[src/psslt_ram.sv]
`timescale 1ns / 1ps
module psslt_ram #(
  parameter int Width = 8,
  parameter int Depth = 32
) (
  input  logic                     clk,
  input  logic                     we,
  input  logic [$clog2(Depth)-1:0] waddr,
  input  logic [Width-1:0]         wdata,
  input  logic [$clog2(Depth)-1:0] raddr,
  output logic [Width-1:0]         rdata
);
  logic [Width-1:0] mem [Depth];
  always_ff @(posedge clk) begin
    if (we) begin
      mem[waddr] <= wdata;
    end
    rdata <= mem[raddr];
  end
endmodule

[config.mk]
export PLATFORM = sky130hd
export DESIGN_NAME = psslt_ram
export DESIGN_NICKNAME = d
export VERILOG_FILES = /design/src/psslt_ram.sv
export SDC_FILE = /design/constraint.sdc
export NUM_CORES = 1
export LEC_CHECK = 0
export ABC_CLOCK_PERIOD_IN_PS = 3280
export BUFFER_PORTS_ARGS = -buffer_cell sky130_fd_sc_hd__buf_4
export CORE_MARGIN = 5
export CORE_UTILIZATION = 65
export DETAILED_ROUTE_END_ITERATION = 10
export PLACE_DENSITY = 0.83
export SETUP_SLACK_MARGIN = 0.2
export SYNTH_ARGS = -nofsm -noshare
export SYNTH_HDL_FRONTEND = slang
export SYNTH_SLANG_ARGS = --single-unit
[constraint.sdc]
create_clock -name clk -period 3.28 [get_ports clk]
set_input_delay 0.492 -clock clk [delete_from_list [all_inputs] [get_ports clk]]
set_output_delay 0.492 -clock clk [all_outputs]
set_load 0.02 [all_outputs]
* Word level (Yosys, flattened, before mapping)
Memories as Yosys holds them, arrays and structs flattened. A register that Yosys moved wholly into a read port is not among the register bits.
Cells that the tools add are included.
** Operators by class
- Mux-type cells :: 2
** Operators by type and width (number)
- 1-bit 2-to-1 mux :: 2
** Word-level totals
- Register bits :: 0
- Memory bits (writable) :: 256
- Bits of input ports :: 20
- Output and inout bits :: 8
- Memories kept :: 1
** Memory list
- mem :: words 32, bits a word 8, rd ports 1, clocked after Yosys merged registers in 1, wr ports 1, RTL line 13 : logic [Width-1:0] mem [Depth];

* Longest topological paths before layout
- Word-level depth :: 2
- Depth in mapped cells :: 5
- Mapped depth without buffers :: 3

* Worst setup path before layout
No wires, ideal clock.
- Path kind :: input-to-reg
- Start :: input port raddr[2]
- End :: register rdata[0] (read register of mem)
- Data arrival time :: 2.174 ns
- Data required time :: 3.159 ns
- Slack :: 0.986 ns
- Cell stages on the path :: 5
- Path buffers :: 2
- Cells stage by stage :: clkbuf_1 clkbuf_1 mux4_2 mux4_2 mux2_2
** RTL lines
- start, declared :: RTL line 10 : input logic [$clog2(Depth)-1:0] raddr,
- end, declared :: RTL line 11 : output logic [Width-1:0] rdata

==> metrics.md <==
| Metric | Value |
|---|---|
| Syn Inst Count | 417 |
| Cell type of the slowest stage on the worst timing path | mux4_2 |
| Count of buffering cells on the critical path with inverters included | 2 |
| Register-to-register setup slack | 1.40 ns |
| Hold Startpoint | raddr[3] |
| Remaining antenna violation count | 0 |
| Dominant delay contributor by cell family on the critical path | multiplexers |
| Headroom to the max-slew limit | 37.3% |
| Insertion delay of the later-clocked pin in the worst-skew pair | 0.52 ns |
| CTS Hold Buffers Added | 0 |
| Overflow left after global routing | 0 |
| Post-CTS setup buffer count | 0 |
| Delay contributed by the slowest stage of the critical path | 0.57 ns |
| Number of max-cap violations | 0 |
| Critical Path Sink Type | flop |
| Seq cells post-synth | 264 |
| Inserted Diodes | 0 |
| Core Rows | 45 |
| Vias per inst | 6.94 |
| Number of DRC markers after the initial detailed-route iteration | 550 |
| Reg clk slew, reported paths | 0.06 ns |
| Critical path depth | 5 |
| Count of endpoints failing setup in the final report | 0 |
| Pin count of the biggest net entering global routing | 33 |
| PD cells | 612 nW/um^2 |
| Placed wire-length estimate after detailed placement | 12.3 mm |
| Initial core utilization | 66.1% |
| First-pass GRT wire length | 31.8 mm |
| Critical Path Start Type | primary input |
| Detailed-route DRC error count | 0 |
| Setup clock skew after layout | 0.0146 ns |
| Post-route setup TNS | 0 ns |
| Total I/O pin count | 28 |
| Area added between synthesis and finish | 11.6% |
| Period Utilization, post-route | 64.8% |
| Achievable clock frequency | 470 MHz |
| Width of the die | 134 um |
| Worst-margin pin slew | 0.937 ns |
| Worst-path cell chain | buf_4 > buf_4 > mux4_2 > mux4_2 > mux2_2 |
| Area used by sequential logic in the layout | 7850 um^2 |
| Clock sink count | 264 |
| Wire length per cell | 31.9 um |
| Critical path startpoint | raddr[0] |
| Total wire length | 21.1 mm |
| Fraction of final layout cells sized beyond drive strength 1 | 32.6% |
| Count of placed standard cells including taps | 617 |
| Met2 WL post-DR | 9.96 mm |
| Filler cell count in the final layout | 793 |
| WL met1 | 8.15 mm |
| Sequential share of the synthesized area | 78.1% |
| Clock tree from TritonCTS | done |
| Detailed-router iteration count before antenna repair | 5 |
| Run status | finished, final reports clean |
| Number of port buffers | 27 |
| Arrival time of data at the critical path endpoint | 2.52 ns |
| Most common cell after layout, fill and taps aside | edfxtp_1 |
| Final estimated routing congestion in global placement | 0.775 |
| Area of the die | 18100 um^2 |
| Post-layout min period | 2.13 ns |
| Reg2reg start | mem[29][7]$_DFFE_PP_ |
| Vertical extent of the die | 134 um |
| Number of nets in the final layout | 476 |
| Highest signal layer in the routed design | met4 |
| Non-filler cells in the finished layout | 661 |
| Hold Vio Cnt, Final | 0 |
| Core area | 15200 um^2 |
| GRT Overall Usage | 24.7% |
| Endpoint of the worst setup timing path | rdata[7]$_DFF_P_ |
| Number of clock buffers inserted by TritonCTS | 25 |
| Path depth of the worst reg2reg path | 3 |
| Library cell used as clock root buffer | clkbuf_16 |
| Count of instances resized after the clock tree is built | 0 |
| Number of global-route vias before repair | 4827 |
| Htree depth | 1 |
| RSZ-0062 raised after global routing | false |
| Yosys cell types | 15 |
| Lkg Pwr | 3.50 nW |
| Total via count after detailed routing | 4588 |
| Most frequent cells in the layout | 256 x edfxtp_1, 80 x mux4_2, 33 x nor2_1 |
| Post-synthesis average cell area | 24.1 um^2 |
| Combined area of the multi-input logic cells | 2100 um^2 |
| Number of antenna violations at the first check in global routing | 0 |
| Clock tree buffer depth | 3 |
| Mapped Nets | 437 |
| Peak supply drop | 0.000446 V |
| Largest fanout on the critical path | 19 |
| Mapped Area | 10100 um^2 |
| Type of the worst setup path | in -> reg |
| Final Max Slew Viols | 0 |
| Worst Path Required | 3.68 ns |
| Hold/Removal Path Class | in -> reg |
| Destination of the worst register-to-register timing path | rdata[7]$_DFF_P_ |
| Yosys Warn Count | 0 |
| Amount of wire on met3 after detailed routing | 2.41 mm |
## metal layers
metal	vias to the layer above	GRT usage (%)
li1	1852	-
met1	2365	37.4
met2	329	37.5
met3	42	5.55
met4	0	7.01
met5	-	0
## cell usage after synthesis
cell type	instances	area, um^2
mux2_2	8	90.1
nand3_1	2	10.0
buf_4	6	45.0
buf_2	1	5.00
edfxtp_1	256	7690
nand3b_1	5	37.5
nor2_1	33	124
or3b_2	3	26.3
buf_6	1	11.3
or3_1	1	6.26
clkbuf_1	6	22.5
buf_1	6	22.5
mux4_2	80	1800
dfxtp_1	8	160
nand2_1	1	3.75
## kinds of logic (layout without fill, tap and decap cells)
| logic type | after synthesis | count (layout) | synth area share, % |
|---|---|---|---|
| AND/OR/NAND/NOR | 45 | 45 | 2.07 |
| flip-flops | 264 | 264 | 78.1 |
| buffers and inverters | 20 | 76 | 1.06 |
| multiplexers | 88 | 88 | 18.8 |
## sequential cells by signal, summed over array words and instances, names as in the netlist
name	cells
rdata	8
mem	256
## final cells by class
cell class / count / share of cell area (%)
Timing Repair Buffer: 32 / 2.48
Tap cell: 188 / 2.10
Clock buffer: 29 / 5.71
Clock inverter: 15 / 1.04
Sequential cell: 264 / 70.0
Multi-Input combinational cell: 133 / 18.7
## how the worst min path moves through the flow
stage | endpoint | slack (ns) | cells after the start
after CTS | rdata[5]$_DFF_P_ | 0.32 | 2
after detailed placement | rdata[5]$_DFF_P_ | 0.85 | 2
after global placement | rdata[5]$_DFF_P_ | 0.85 | 2
after floorplan | mem[0][0]$_DFFE_PP_ | 0.59 | 0
final | rdata[5]$_DFF_P_ | 0.35 | 2
after global routing | rdata[5]$_DFF_P_ | 0.33 | 2
## power breakdown
part / leakage (nW) / switching, mW / internal (mW)
Combinational: 0.761 / 0.215 / 0.168
Clock: 0.367 / 1.17 / 1.54
Sequential: 2.37 / 0.0178 / 3.75
Total: 3.50 / 1.41 / 5.46
## stage by stage
stage          util [%]  hold slack (ns)  instance area [um^2]  total power [mW]  worst slack, ns
6_report           73.8            0.346                 11200              6.87             1.15
5_1_grt            73.8            0.331                 11200              7.06             1.05
4_1_cts            73.8            0.322                 11200              6.89             1.12
3_5_place_dp       68.8            0.845                 10500              4.22            0.621
3_3_place_gp       68.8            0.847                 10500              4.20            0.637
2_1_floorplan         -            0.591                 10100              4.05            0.986
## worst reg2reg max path: stages (launching register included)
cell and delay, ns:
edfxtp_1 0.39, mux4_2 0.54, mux4_2 0.54, mux2_2 0.28
Power figures use the tool's default switching activity.
