**src/psslt_pkg.sv**
```systemverilog
`timescale 1ns / 1ps
package psslt_pkg;
  localparam int TableEntries = 32;
  localparam int IdxBits = (TableEntries > 1) ? $clog2(TableEntries) : 1;
  localparam int CntBits = 32;
  localparam logic [CntBits-1:0] CntMax = {CntBits{1'b1}};

  localparam logic [1:0] StUpdated = 2'd0;
  localparam logic [1:0] StFull = 2'd1;
  localparam logic [1:0] StReport = 2'd2;
  localparam logic [1:0] StEmpty = 2'd3;

  localparam logic CmdUpdate = 1'b0;
  localparam logic CmdReport = 1'b1;

  localparam logic [1:0] RegMinReceived = 2'd0;
  localparam logic [1:0] RegMaxSeq = 2'd1;
  localparam logic [1:0] RegMinLast = 2'd2;

  localparam int EntryBits = 16 * 3 + CntBits * 3;

  typedef struct packed {
    logic [15:0] source;
    logic [15:0] first;
    logic [15:0] last;
    logic [CntBits-1:0] received;
    logic [CntBits-1:0] gaps;
    logic [CntBits-1:0] dups;
  } entry_t;

  typedef struct packed {
    logic cmd;
    logic [7:0] source_hi;
    logic [7:0] source_lo;
    logic [15:0] seq;
    logic [4:0] entry_index;
  } in_word_t;

  typedef struct packed {
    logic [1:0] status;
    logic [7:0] entry_source_hi;
    logic [7:0] entry_source_lo;
    logic [15:0] start_seq;
    logic [15:0] latest_seq;
    logic [31:0] received_count;
    logic [31:0] gap_count;
    logic [31:0] dup_count;
    logic [16:0] expected_count;
    logic [31:0] ratio_x10000;
  } out_word_t;

  typedef struct packed {
    logic start;
    logic [CntBits+13:0] dividend;
    logic [16:0] divisor;
  } div_req_t;

  typedef struct packed {
    logic done;
    logic [CntBits+13:0] quotient;
  } div_rsp_t;

  function automatic logic [31:0] clip32(input logic [CntBits-1:0] v);
    logic [63:0] w;
    w = 64'(v);
    return (w > 64'hFFFF_FFFF) ? 32'hFFFF_FFFF : w[31:0];
  endfunction
endpackage

```
**src/psslt_div.sv**
```systemverilog
`timescale 1ns / 1ps
module psslt_div (
  input  logic clk,
  input  logic rst,
  input  psslt_pkg::div_req_t req,
  output psslt_pkg::div_rsp_t rsp
);
  import psslt_pkg::*;
  localparam int NBits = CntBits + 14;
  localparam int CBits = $clog2(NBits + 1);
  logic [NBits-1:0] quo;
  logic [17:0] rem;
  logic [16:0] dvs;
  logic [CBits-1:0] cnt;
  logic busy;
  logic finished;
  logic [17:0] trial;
  logic [17:0] shifted;

  assign shifted = {rem[16:0], quo[NBits-1]};
  assign trial = shifted - {1'b0, dvs};

  always_ff @(posedge clk) begin
    if (rst) begin
      busy <= 1'b0;
      finished <= 1'b0;
    end else begin
      finished <= 1'b0;
      if (req.start) begin
        busy <= 1'b1;
        quo <= req.dividend;
        dvs <= req.divisor;
        rem <= '0;
        cnt <= CBits'(NBits);
      end else if (busy) begin
        if (!trial[17]) begin
          rem <= trial;
          quo <= {quo[NBits-2:0], 1'b1};
        end else begin
          rem <= shifted;
          quo <= {quo[NBits-2:0], 1'b0};
        end
        cnt <= cnt - 1'b1;
        if (cnt == CBits'(1)) begin
          busy <= 1'b0;
          finished <= 1'b1;
        end
      end
    end
  end
  assign rsp = '{done: finished, quotient: quo};
endmodule

```
**config.mk**
```make
export PLATFORM = sky130hd
export DESIGN_NAME = psslt_div
export DESIGN_NICKNAME = d
export VERILOG_FILES = /design/src/psslt_pkg.sv /design/src/psslt_div.sv
export SDC_FILE = /design/constraint.sdc
export NUM_CORES = 1
export LEC_CHECK = 0
export BUFFER_PORTS_ARGS = -buffer_cell sky130_fd_sc_hd__buf_4
export CAP_MARGIN = 10
export CORE_MARGIN = 4
export CORE_UTILIZATION = 58
export CTS_BUF_LIST = sky130_fd_sc_hd__clkbuf_4 sky130_fd_sc_hd__clkbuf_8 sky130_fd_sc_hd__clkbuf_16
export DETAILED_ROUTE_END_ITERATION = 7
export GPL_TIMING_DRIVEN = 1
export PLACE_DENSITY = 0.85
export SLEW_MARGIN = 20
export SYNTH_ARGS = -nofsm -noshare
export SYNTH_HDL_FRONTEND = slang
export SYNTH_SLANG_ARGS = --single-unit
```
**constraint.sdc**
```tcl
create_clock -name clk -period 12.05 [get_ports clk]
set_input_delay 0 -clock clk [delete_from_list [all_inputs] [get_ports clk]]
set_output_delay 0 -clock clk [all_outputs]
set_load 0.02 [all_outputs]
```
# After elaboration in Yosys (flattened, before gate mapping)
# Index checks and enable logic that the tools add are counted.
totals:
  input_bits: 66
  mem_bits_rw: 0
  romBits: 0
  ff_bits: 88
  elab_cells: 25
  mem_count: 0
  latch_bits: 0
  output_inout_bits: 47
op_classes:
  addsub: 2
  reduce_logical: 4
  n_mul: 0
  shifts: 0
  bitwise_logic: 2
  n_lt_le_gt_ge: 0
  div: 0
  muxes: 10
  eq_ne: 1
op_table:
  columns: ["operator", "n"]
  rows:
  - ["2-to-1 mux 46 bit", 2]
  - ["2-to-1 mux 17 bit", 2]
  - ["subtractor 18 x 17 -> 18 bit", 1]
  - ["equality test 6 x 1 -> 1 bit, second input constant", 1]
  - ["2-to-1 mux 6 bit", 1]
  - ["subtractor 6 x 1 -> 6 bit, second input constant", 1]
  - ["2-to-1 mux 1 bit", 5]
  - ["AND reduction 2 bit", 2]
  - ["OR reduction 3 bit", 1]
  - ["inverter 1 bit", 2]
  - ["nonzero test 2 bit", 1]

# Logic depth before layout (Yosys ltp)
# Gate-level depths: netlist of run 1.
depth:
  ltp_word: 4
  ltp_mapped: 10
  ltp_nobuf: 9

# Least setup slack after synthesis of run 1
# OpenSTA, ideal clock, no wires.
synth_timing:
  kind: "input port to flip-flop"
  start: "input port req[63] (netlist bit)"
  end: "register cnt[0], enable pin"
  setup_slack_ns: 8.162
  required_ns: 11.554
  cell_stages: 4
  arrival_ns: 3.391
  n_path_buf: 2
  setup_time_ns: 0.496
  path_cell_list: "buf_6 clkbuf_1 nor2_1 nor2_1"
synth_via:
  elab_chain_cells: 2
synth_lines:
  columns: ["element", "line_no", "text"]
  rows:
  - ["start: declaration", "psslt_div.sv:5", "input psslt_pkg::div_req_t req,"]
  - ["nonzero test 2 bit (no line)", null, null]
  - ["AND reduction 2 bit (no line)", null, null]
  - ["end signal: assignment", "psslt_div.sv:34", "cnt <= CBits'(NBits);"]
  - ["end signal: assignment", "psslt_div.sv:43", "cnt <= cnt - 1'b1;"]
  - ["end: declaration", "psslt_div.sv:14", "logic [CBits-1:0] cnt;"]
# Every way passes these cells.
# A chain may end at the register's enable or synchronous reset.

# Final worst setup path of run 1
layout_timing:
  start: "register rem[7]"
  end: "register rem[9] (data pin)"
layout_via:
  elab_chain_cells: 3
layout_lines:
  columns: ["element", "line_no", "text"]
  rows:
  - ["start: declaration", "psslt_div.sv:12", "logic [17:0] rem;"]
  - ["start signal: assignment", "psslt_div.sv:37", "rem <= trial;"]
  - ["start signal: assignment", "psslt_div.sv:40", "rem <= shifted;"]
  - ["subtractor 18 x 17 -> 18 bit", "psslt_div.sv:21", "assign trial = shifted - {1'b0, dvs};"]
  - ["2-to-1 mux 17 bit", "psslt_div.sv:36", "if (!trial[17]) begin"]
  - ["2-to-1 mux 17 bit", "psslt_div.sv:35", "end else if (busy) begin"]
# Every way passes these cells. The select of a mux whose other input is x is not followed.

==> results.sh, run 1 <==
export IMPL_post_route_period_util_pct=24.23
export IMPL_setup_ws_ns=9.130
export IMPL_portBuffers=112
export IMPL_finalMaxSlewViolations=0
export IMPL_rows=32
export IMPL_drt_wl_total_um=15150
export IMPL_mostFrequentLayoutCells="buf_4, edfxtp_1, dlygate4sd3_1, mux2_2, nand2_1"
export IMPL_finalCriticalPeriod_ns=2.920
export IMPL_cts_setup_buffers=0
export IMPL_final_common_cell="buf_4"
export IMPL_min_delay_path_class="input port to register"
export IMPL_drive_gt1_share_pct=34.55
export IMPL_place_inst=572
export IMPL_gp_congestion=0.8580
export IMPL_path_clk_slew_ns=0.11
export IMPL_gr_total_overflow=0
export IMPL_ys_flop_type="edfxtp_1"
export IMPL_p_leak_nw=2.622
export IMPL_finalSetupTns_ns=0
export IMPL_use_met2_pct=53.30
export IMPL_place_ws_ns=9.336
export IMPL_ff2ff_path_depth=7
export IMPL_post_dp_hpwl_um=7625
export IMPL_cts_resized_gates=0
export IMPL_yosysTopAreaCell="edfxtp_1"
export IMPL_cp_end_kind="register"
export IMPL_htree_levels=3
export IMPL_crit_fanout=9
export IMPL_synth_area_leaders="edfxtp_1, mux2_2, ha_1"
export IMPL_synth_edf_count=86
export IMPL_ff2ff_setup_slack_ns=9.13
export IMPL_crit_type="register to register"
export IMPL_antenna_found_initial=0
export IMPL_nets=631
export IMPL_multi_input_area_um2=1936
export IMPL_syn_inst=369
export IMPL_post_drt_wl_per_cell_um=23.24
export IMPL_die_area_um2=9661
export IMPL_die_h_um=98.29
export IMPL_yosysTopAreaCellShare_pct=54.62
export IMPL_status="finished clean"
export IMPL_cts_tree="built"
export IMPL_detailedRoute_firstIterationViolations=487
export IMPL_vias=4080
export IMPL_grt_pass1_vias=4373
export IMPL_yosysSeqAreaShare_pct=55.46
export IMPL_cts_sinks=88
export IMPL_finalNonFillerCells=652
export IMPL_grt_use_met1_pct=38.43
export IMPL_start_kind="register"
export IMPL_skew_ns=0.01916
export IMPL_setup_violations=0
export IMPL_syn_area_um2=4728
export IMPL_busiest_layer="met2"
export IMPL_final_util_pct=82.74
export IMPL_num_io_pins=113
export IMPL_power_uw=832.4
export IMPL_ys_seq_elements=88
export IMPL_via_per_inst=6.258
export IMPL_grt_pass1_wl_um=23930
export IMPL_cp_required_ns=12.17
export IMPL_synthToLayoutAreaGrowth_pct=36.62
export IMPL_seq_area_um2=2623
export IMPL_design_core_area_um2=7807
export IMPL_max_freq_mhz=342.5
export IMPL_cts_hold_buf=64
export IMPL_cts_path_max_buffers=2
export IMPL_ys_warn_count=0
export IMPL_cts_made_buffers=9
export IMPL_drtPass1Iterations=6
export IMPL_start_util_pct=60.56
export IMPL_async_flop_share_pct=0
export IMPL_dieWidth_um=98.29
export IMPL_hold_viol=0
export IMPL_r2r_start="rem[7]"
export IMPL_synth_net_count=455
export IMPL_diodes=0
export IMPL_startpoint="rem[7]"
export IMPL_tightestPinTransition_ns=0.9066
export IMPL_fillers=352
export IMPL_drv_cap=0
export IMPL_r2r_end="rem[9]"
export IMPL_critPathCapture="rem[9]"
export IMPL_grt_max_degree=70
export IMPL_clk_latency_ns=0.37
export IMPL_use_met3_pct=8.929
export IMPL_antenna_left=0
export IMPL_track_usage_pct=31.75
export IMPL_synth_avg_cell_area_um2=12.81
export IMPL_rsz0062_at_grt="false"
export IMPL_clock_root_buffer="clkbuf_8"
export IMPL_irDropWorstVdd_mv=0.09815
export IMPL_yosysUniqueCellTypes=59
export IMPL_pwr_density_cell_nw_per_um2=128.9
export IMPL_drc_errors=0
export IMPL_arrival_ns=3.04
export IMPL_slew_headroom_pct=39.56
[how the worst min path moves through the flow]
stage	startpoint	to	slack (ns)	depth (start not counted)
floorplan	rst	busy	0.08	1
global placement	req[1]	dvs[1]	0.18	1
detailed placement	req[6]	dvs[6]	0.18	1
CTS	req[63]	cnt[4]	0.30	2
global route	req[63]	rem[3]	0.34	2
finish	req[63]	rem[3]	0.32	2
[final cells by class]
cell class                      instances  area share, %
Sequential cell                        88          40.60
Multi-Input combinational cell        245          29.96
Timing Repair Buffer                  178          23.16
Clock buffer                           10          2.034
Tap cell                              102          1.976
Inverter                               23          1.336
Clock inverter                          6         0.9297
[cell families (layout without fill, tap and decap cells)]
family | Yosys count | in the layout | synth area share [%]
simple gates | 81 | 81 | 8.813
flops | 88 | 88 | 55.46
compound gates | 79 | 79 | 11.93
fa+ha+maj | 20 | 20 | 5.451
xor+xnor | 15 | 15 | 2.778
buf+inv | 36 | 217 | 3.757
mux | 50 | 50 | 11.80
[metal layers]
layer,vias up,share of wire [%]
met4,0,4.4
li1,1754,-
met1,1916,37
met5,-,0
met3,81,10
met2,329,48
[worst max-delay path: stages, from the launching register on]
cell      delay, ns
edfxtp_1       0.42
ha_1           0.44
a21oi_1        0.32
o21ai_0        0.20
a21oi_2        0.32
and3_1         0.56
nor3_4         0.17
a31o_1         0.25
[synthesized netlist by cell type, types with 4 or more instances]
cell      instances
ha_1             19
nand3_1           4
nor2_1           21
buf_6             5
nand2_1          27
mux2i_1           4
xnor2_1          11
clkbuf_1          5
o21ai_0          12
mux2_2           46
edfxtp_1         86
a31oi_1           4
xor2_1            4
a21oi_1          20
inv_1            22
nand4_1           7
o31ai_1           7
o21a_1            4
a21o_1            4
[through the flow]
step | hold WS, ns | cell area [µm²]
after CTS | 0.3022 | 6460
after floorplan | 0.07802 | 4728
after global routing | 0.3370 | 6460
after global placement | 0.1781 | 5628
final | 0.3223 | 6460
after detailed placement | 0.1795 | 5628
[registers in the layout (all words and copies together), names as in the netlist]
name / flops
cnt: 6
quo: 46
dvs: 17
busy: 1
rem: 17
finished: 1
[where the power goes]
group | total, mW | switching, mW | internal [mW]
registers | 0.383 | 0.0154 | 0.367
logic | 0.234 | 0.132 | 0.102
clock network | 0.215 | 0.118 | 0.0975
Power figures use the tool's default switching activity.
==> inputs of run 2 (changes only) <==
--- a/config.mk
+++ b/config.mk
@@ -8,11 +8,11 @@
 export BUFFER_PORTS_ARGS = -buffer_cell sky130_fd_sc_hd__buf_4
 export CAP_MARGIN = 10
 export CORE_MARGIN = 4
-export CORE_UTILIZATION = 58
+export CORE_UTILIZATION = 49
 export CTS_BUF_LIST = sky130_fd_sc_hd__clkbuf_4 sky130_fd_sc_hd__clkbuf_8 sky130_fd_sc_hd__clkbuf_16
 export DETAILED_ROUTE_END_ITERATION = 7
 export GPL_TIMING_DRIVEN = 1
-export PLACE_DENSITY = 0.85
+export PLACE_DENSITY = 0.77
 export SLEW_MARGIN = 20
 export SYNTH_ARGS = -nofsm -noshare
 export SYNTH_HDL_FRONTEND = slang
==> constraint.sdc (replaced) <==
create_clock -name clk -period 2.46 [get_ports clk]
set_input_delay 0 -clock clk [delete_from_list [all_inputs] [get_ports clk]]
set_output_delay 0 -clock clk [all_outputs]
set_load 0.02 [all_outputs]
==> results.sh, run 2 (same netlist as run 1, synthesis figures left out) <==
export IMPL_diodes=0
export IMPL_grt_pass1_wl_um=20760
export IMPL_hold_viol=0
export IMPL_rsz0062_at_grt="true"
export IMPL_largestRegisters="quo (46), dvs (17), rem (17)"
export IMPL_gp_congestion=0.9080
export IMPL_arrival_ns=2.68
export IMPL_regMostFlops="quo"
export IMPL_path_clk_slew_ns=0.10
export IMPL_antenna_left=0
export IMPL_min_delay_path_class="input port to register"
export IMPL_post_route_period_util_pct=100.7
export IMPL_die_h_um=106.2
export IMPL_grt_pass1_vias=4202
export IMPL_clk_latency_ns=0.37
export IMPL_cts_made_buffers=9
export IMPL_num_io_pins=113
export IMPL_power_mw=4.205
export IMPL_max_freq_mhz=403.6
export IMPL_pwr_density_cell_nw_per_um2=604.4
export IMPL_cp_required_ns=2.66
export IMPL_nets=672
export IMPL_synthToLayoutAreaGrowth_pct=47.16
export IMPL_finalSetupTns_ns=-0.01776
export IMPL_p_leak_nw=2.828
export IMPL_largest_reg_flops=46
export IMPL_place_ws_ns=-0.07233
export IMPL_antenna_found_initial=0
export IMPL_hold_ws_ns=0.1748
export IMPL_drv_cap=0
export IMPL_post_drt_wl_per_cell_um=17.98
export IMPL_rows=35
export IMPL_clock_root_buffer="clkbuf_8"
export IMPL_cp_end_kind="register"
export IMPL_crit_type="register to register"
export IMPL_final_area_um2=6958
export IMPL_skew_ns=0.01132
export IMPL_portBuffers=112
export IMPL_track_usage_pct=23.49
export IMPL_cts_sinks=88
export IMPL_drive_gt1_share_pct=42.30
export IMPL_finalMaxSlewViolations=0
export IMPL_tightestPinTransition_ns=0.6096
export IMPL_final_common_cell="buf_4"
export IMPL_place_inst=634
export IMPL_violations="negative setup slack"
export IMPL_detailedRoute_firstIterationViolations=170
export IMPL_setup_ws_ns=-0.01776
export IMPL_finalCriticalPeriod_ns=2.478
export IMPL_slew_headroom_pct=59.36
export IMPL_mostFrequentLayoutCells="buf_4, edfxtp_1, dlygate4sd3_1, mux2_2, nand2_1"
export IMPL_crit_fanout=3
export IMPL_setup_violations=1
export IMPL_vias=3852
export IMPL_cts_path_max_buffers=2
export IMPL_die_area_um2=11280
export IMPL_drc_errors=0
export IMPL_irDropWorstVdd_mv=0.3966
export IMPL_finalNonFillerCells=720
export IMPL_start_kind="register"
export IMPL_cts_tree="built"
export IMPL_htree_levels=3
export IMPL_grt_max_degree=70
export IMPL_final_util_pct=74.59
export IMPL_drtPass1Iterations=4
export IMPL_gr_total_overflow=0
export IMPL_status="finished, violations left"
export IMPL_post_dp_hpwl_um=8255
export IMPL_via_per_inst=5.350
export IMPL_drt_wl_total_um=12940
export IMPL_placed_area_um2=5942
export IMPL_start_util_pct=50.69
export IMPL_design_core_area_um2=9328
export IMPL_dieWidth_um=106.2
## run 2: critical path, stage by stage, from the launching register on
cell and delay, ns:
edfxtp_1 0.37, inv_2 0.04, ha_2 0.18, fa_2 0.34
and2b_2 0.26, o2111ai_4 0.14, a2111oi_4 0.38, nor2_2 0.10
a211o_1 0.25, a311oi_2 0.25
## run 2: where the power goes
part | leakage [nW] | switching (mW) | internal (mW) | total [mW]
sequential | 0.834 | 0.0683 | 1.80 | 1.87
clock | 0.0967 | 0.548 | 0.487 | 1.03
combinational | 1.90 | 0.649 | 0.656 | 1.31
total | 2.83 | 1.27 | 2.94 | 4.21
## run 2: worst paths after layout
path                start        to  slack (ns)  depth (start not counted)
hold reg to reg      busy  finished        0.52                          1
setup / recovery  quo[45]   rem[16]       -0.02                          9
setup reg to reg  quo[45]   rem[16]       -0.02                          9
hold / removal    req[63]    quo[6]        0.17                          2
## run 2: layout make-up
cell class                      count  area, µm²
Clock buffer                       10      131.4
Clock inverter                      6      67.56
Fill cell                         589       2370
Inverter                           23      86.33
Multi-Input combinational cell    245       2057
Sequential cell                    88       2623
Tap cell                          129      161.4
Timing Repair Buffer              219       1832
## run 2: per-layer routing
metal / wire (µm) / up-vias / share of wire, % / global-route usage, %
met2: 6808 / 119 / 53 / 42.35
li1: - / 1836 / - / -
met3: 891 / 16 / 6.9 / 7.468
met5: 0 / - / 0 / 0
met4: 161 / 0 / 1.2 / 7.123
met1: 5081 / 1881 / 39 / 26.41
## run 2: timing repair
| action | 4_1_cts | 5_1_grt |
|---|---|---|
| endpoints found under the setup margin | 5 | 16 |
| hold buffers | 64 | 0 |
| setup buffers | 0 | 6 |
| endpoints found under the hold margin | 64 | 0 |
| resized for setup | 6 | 21 |
| pin swaps | 1 | 7 |
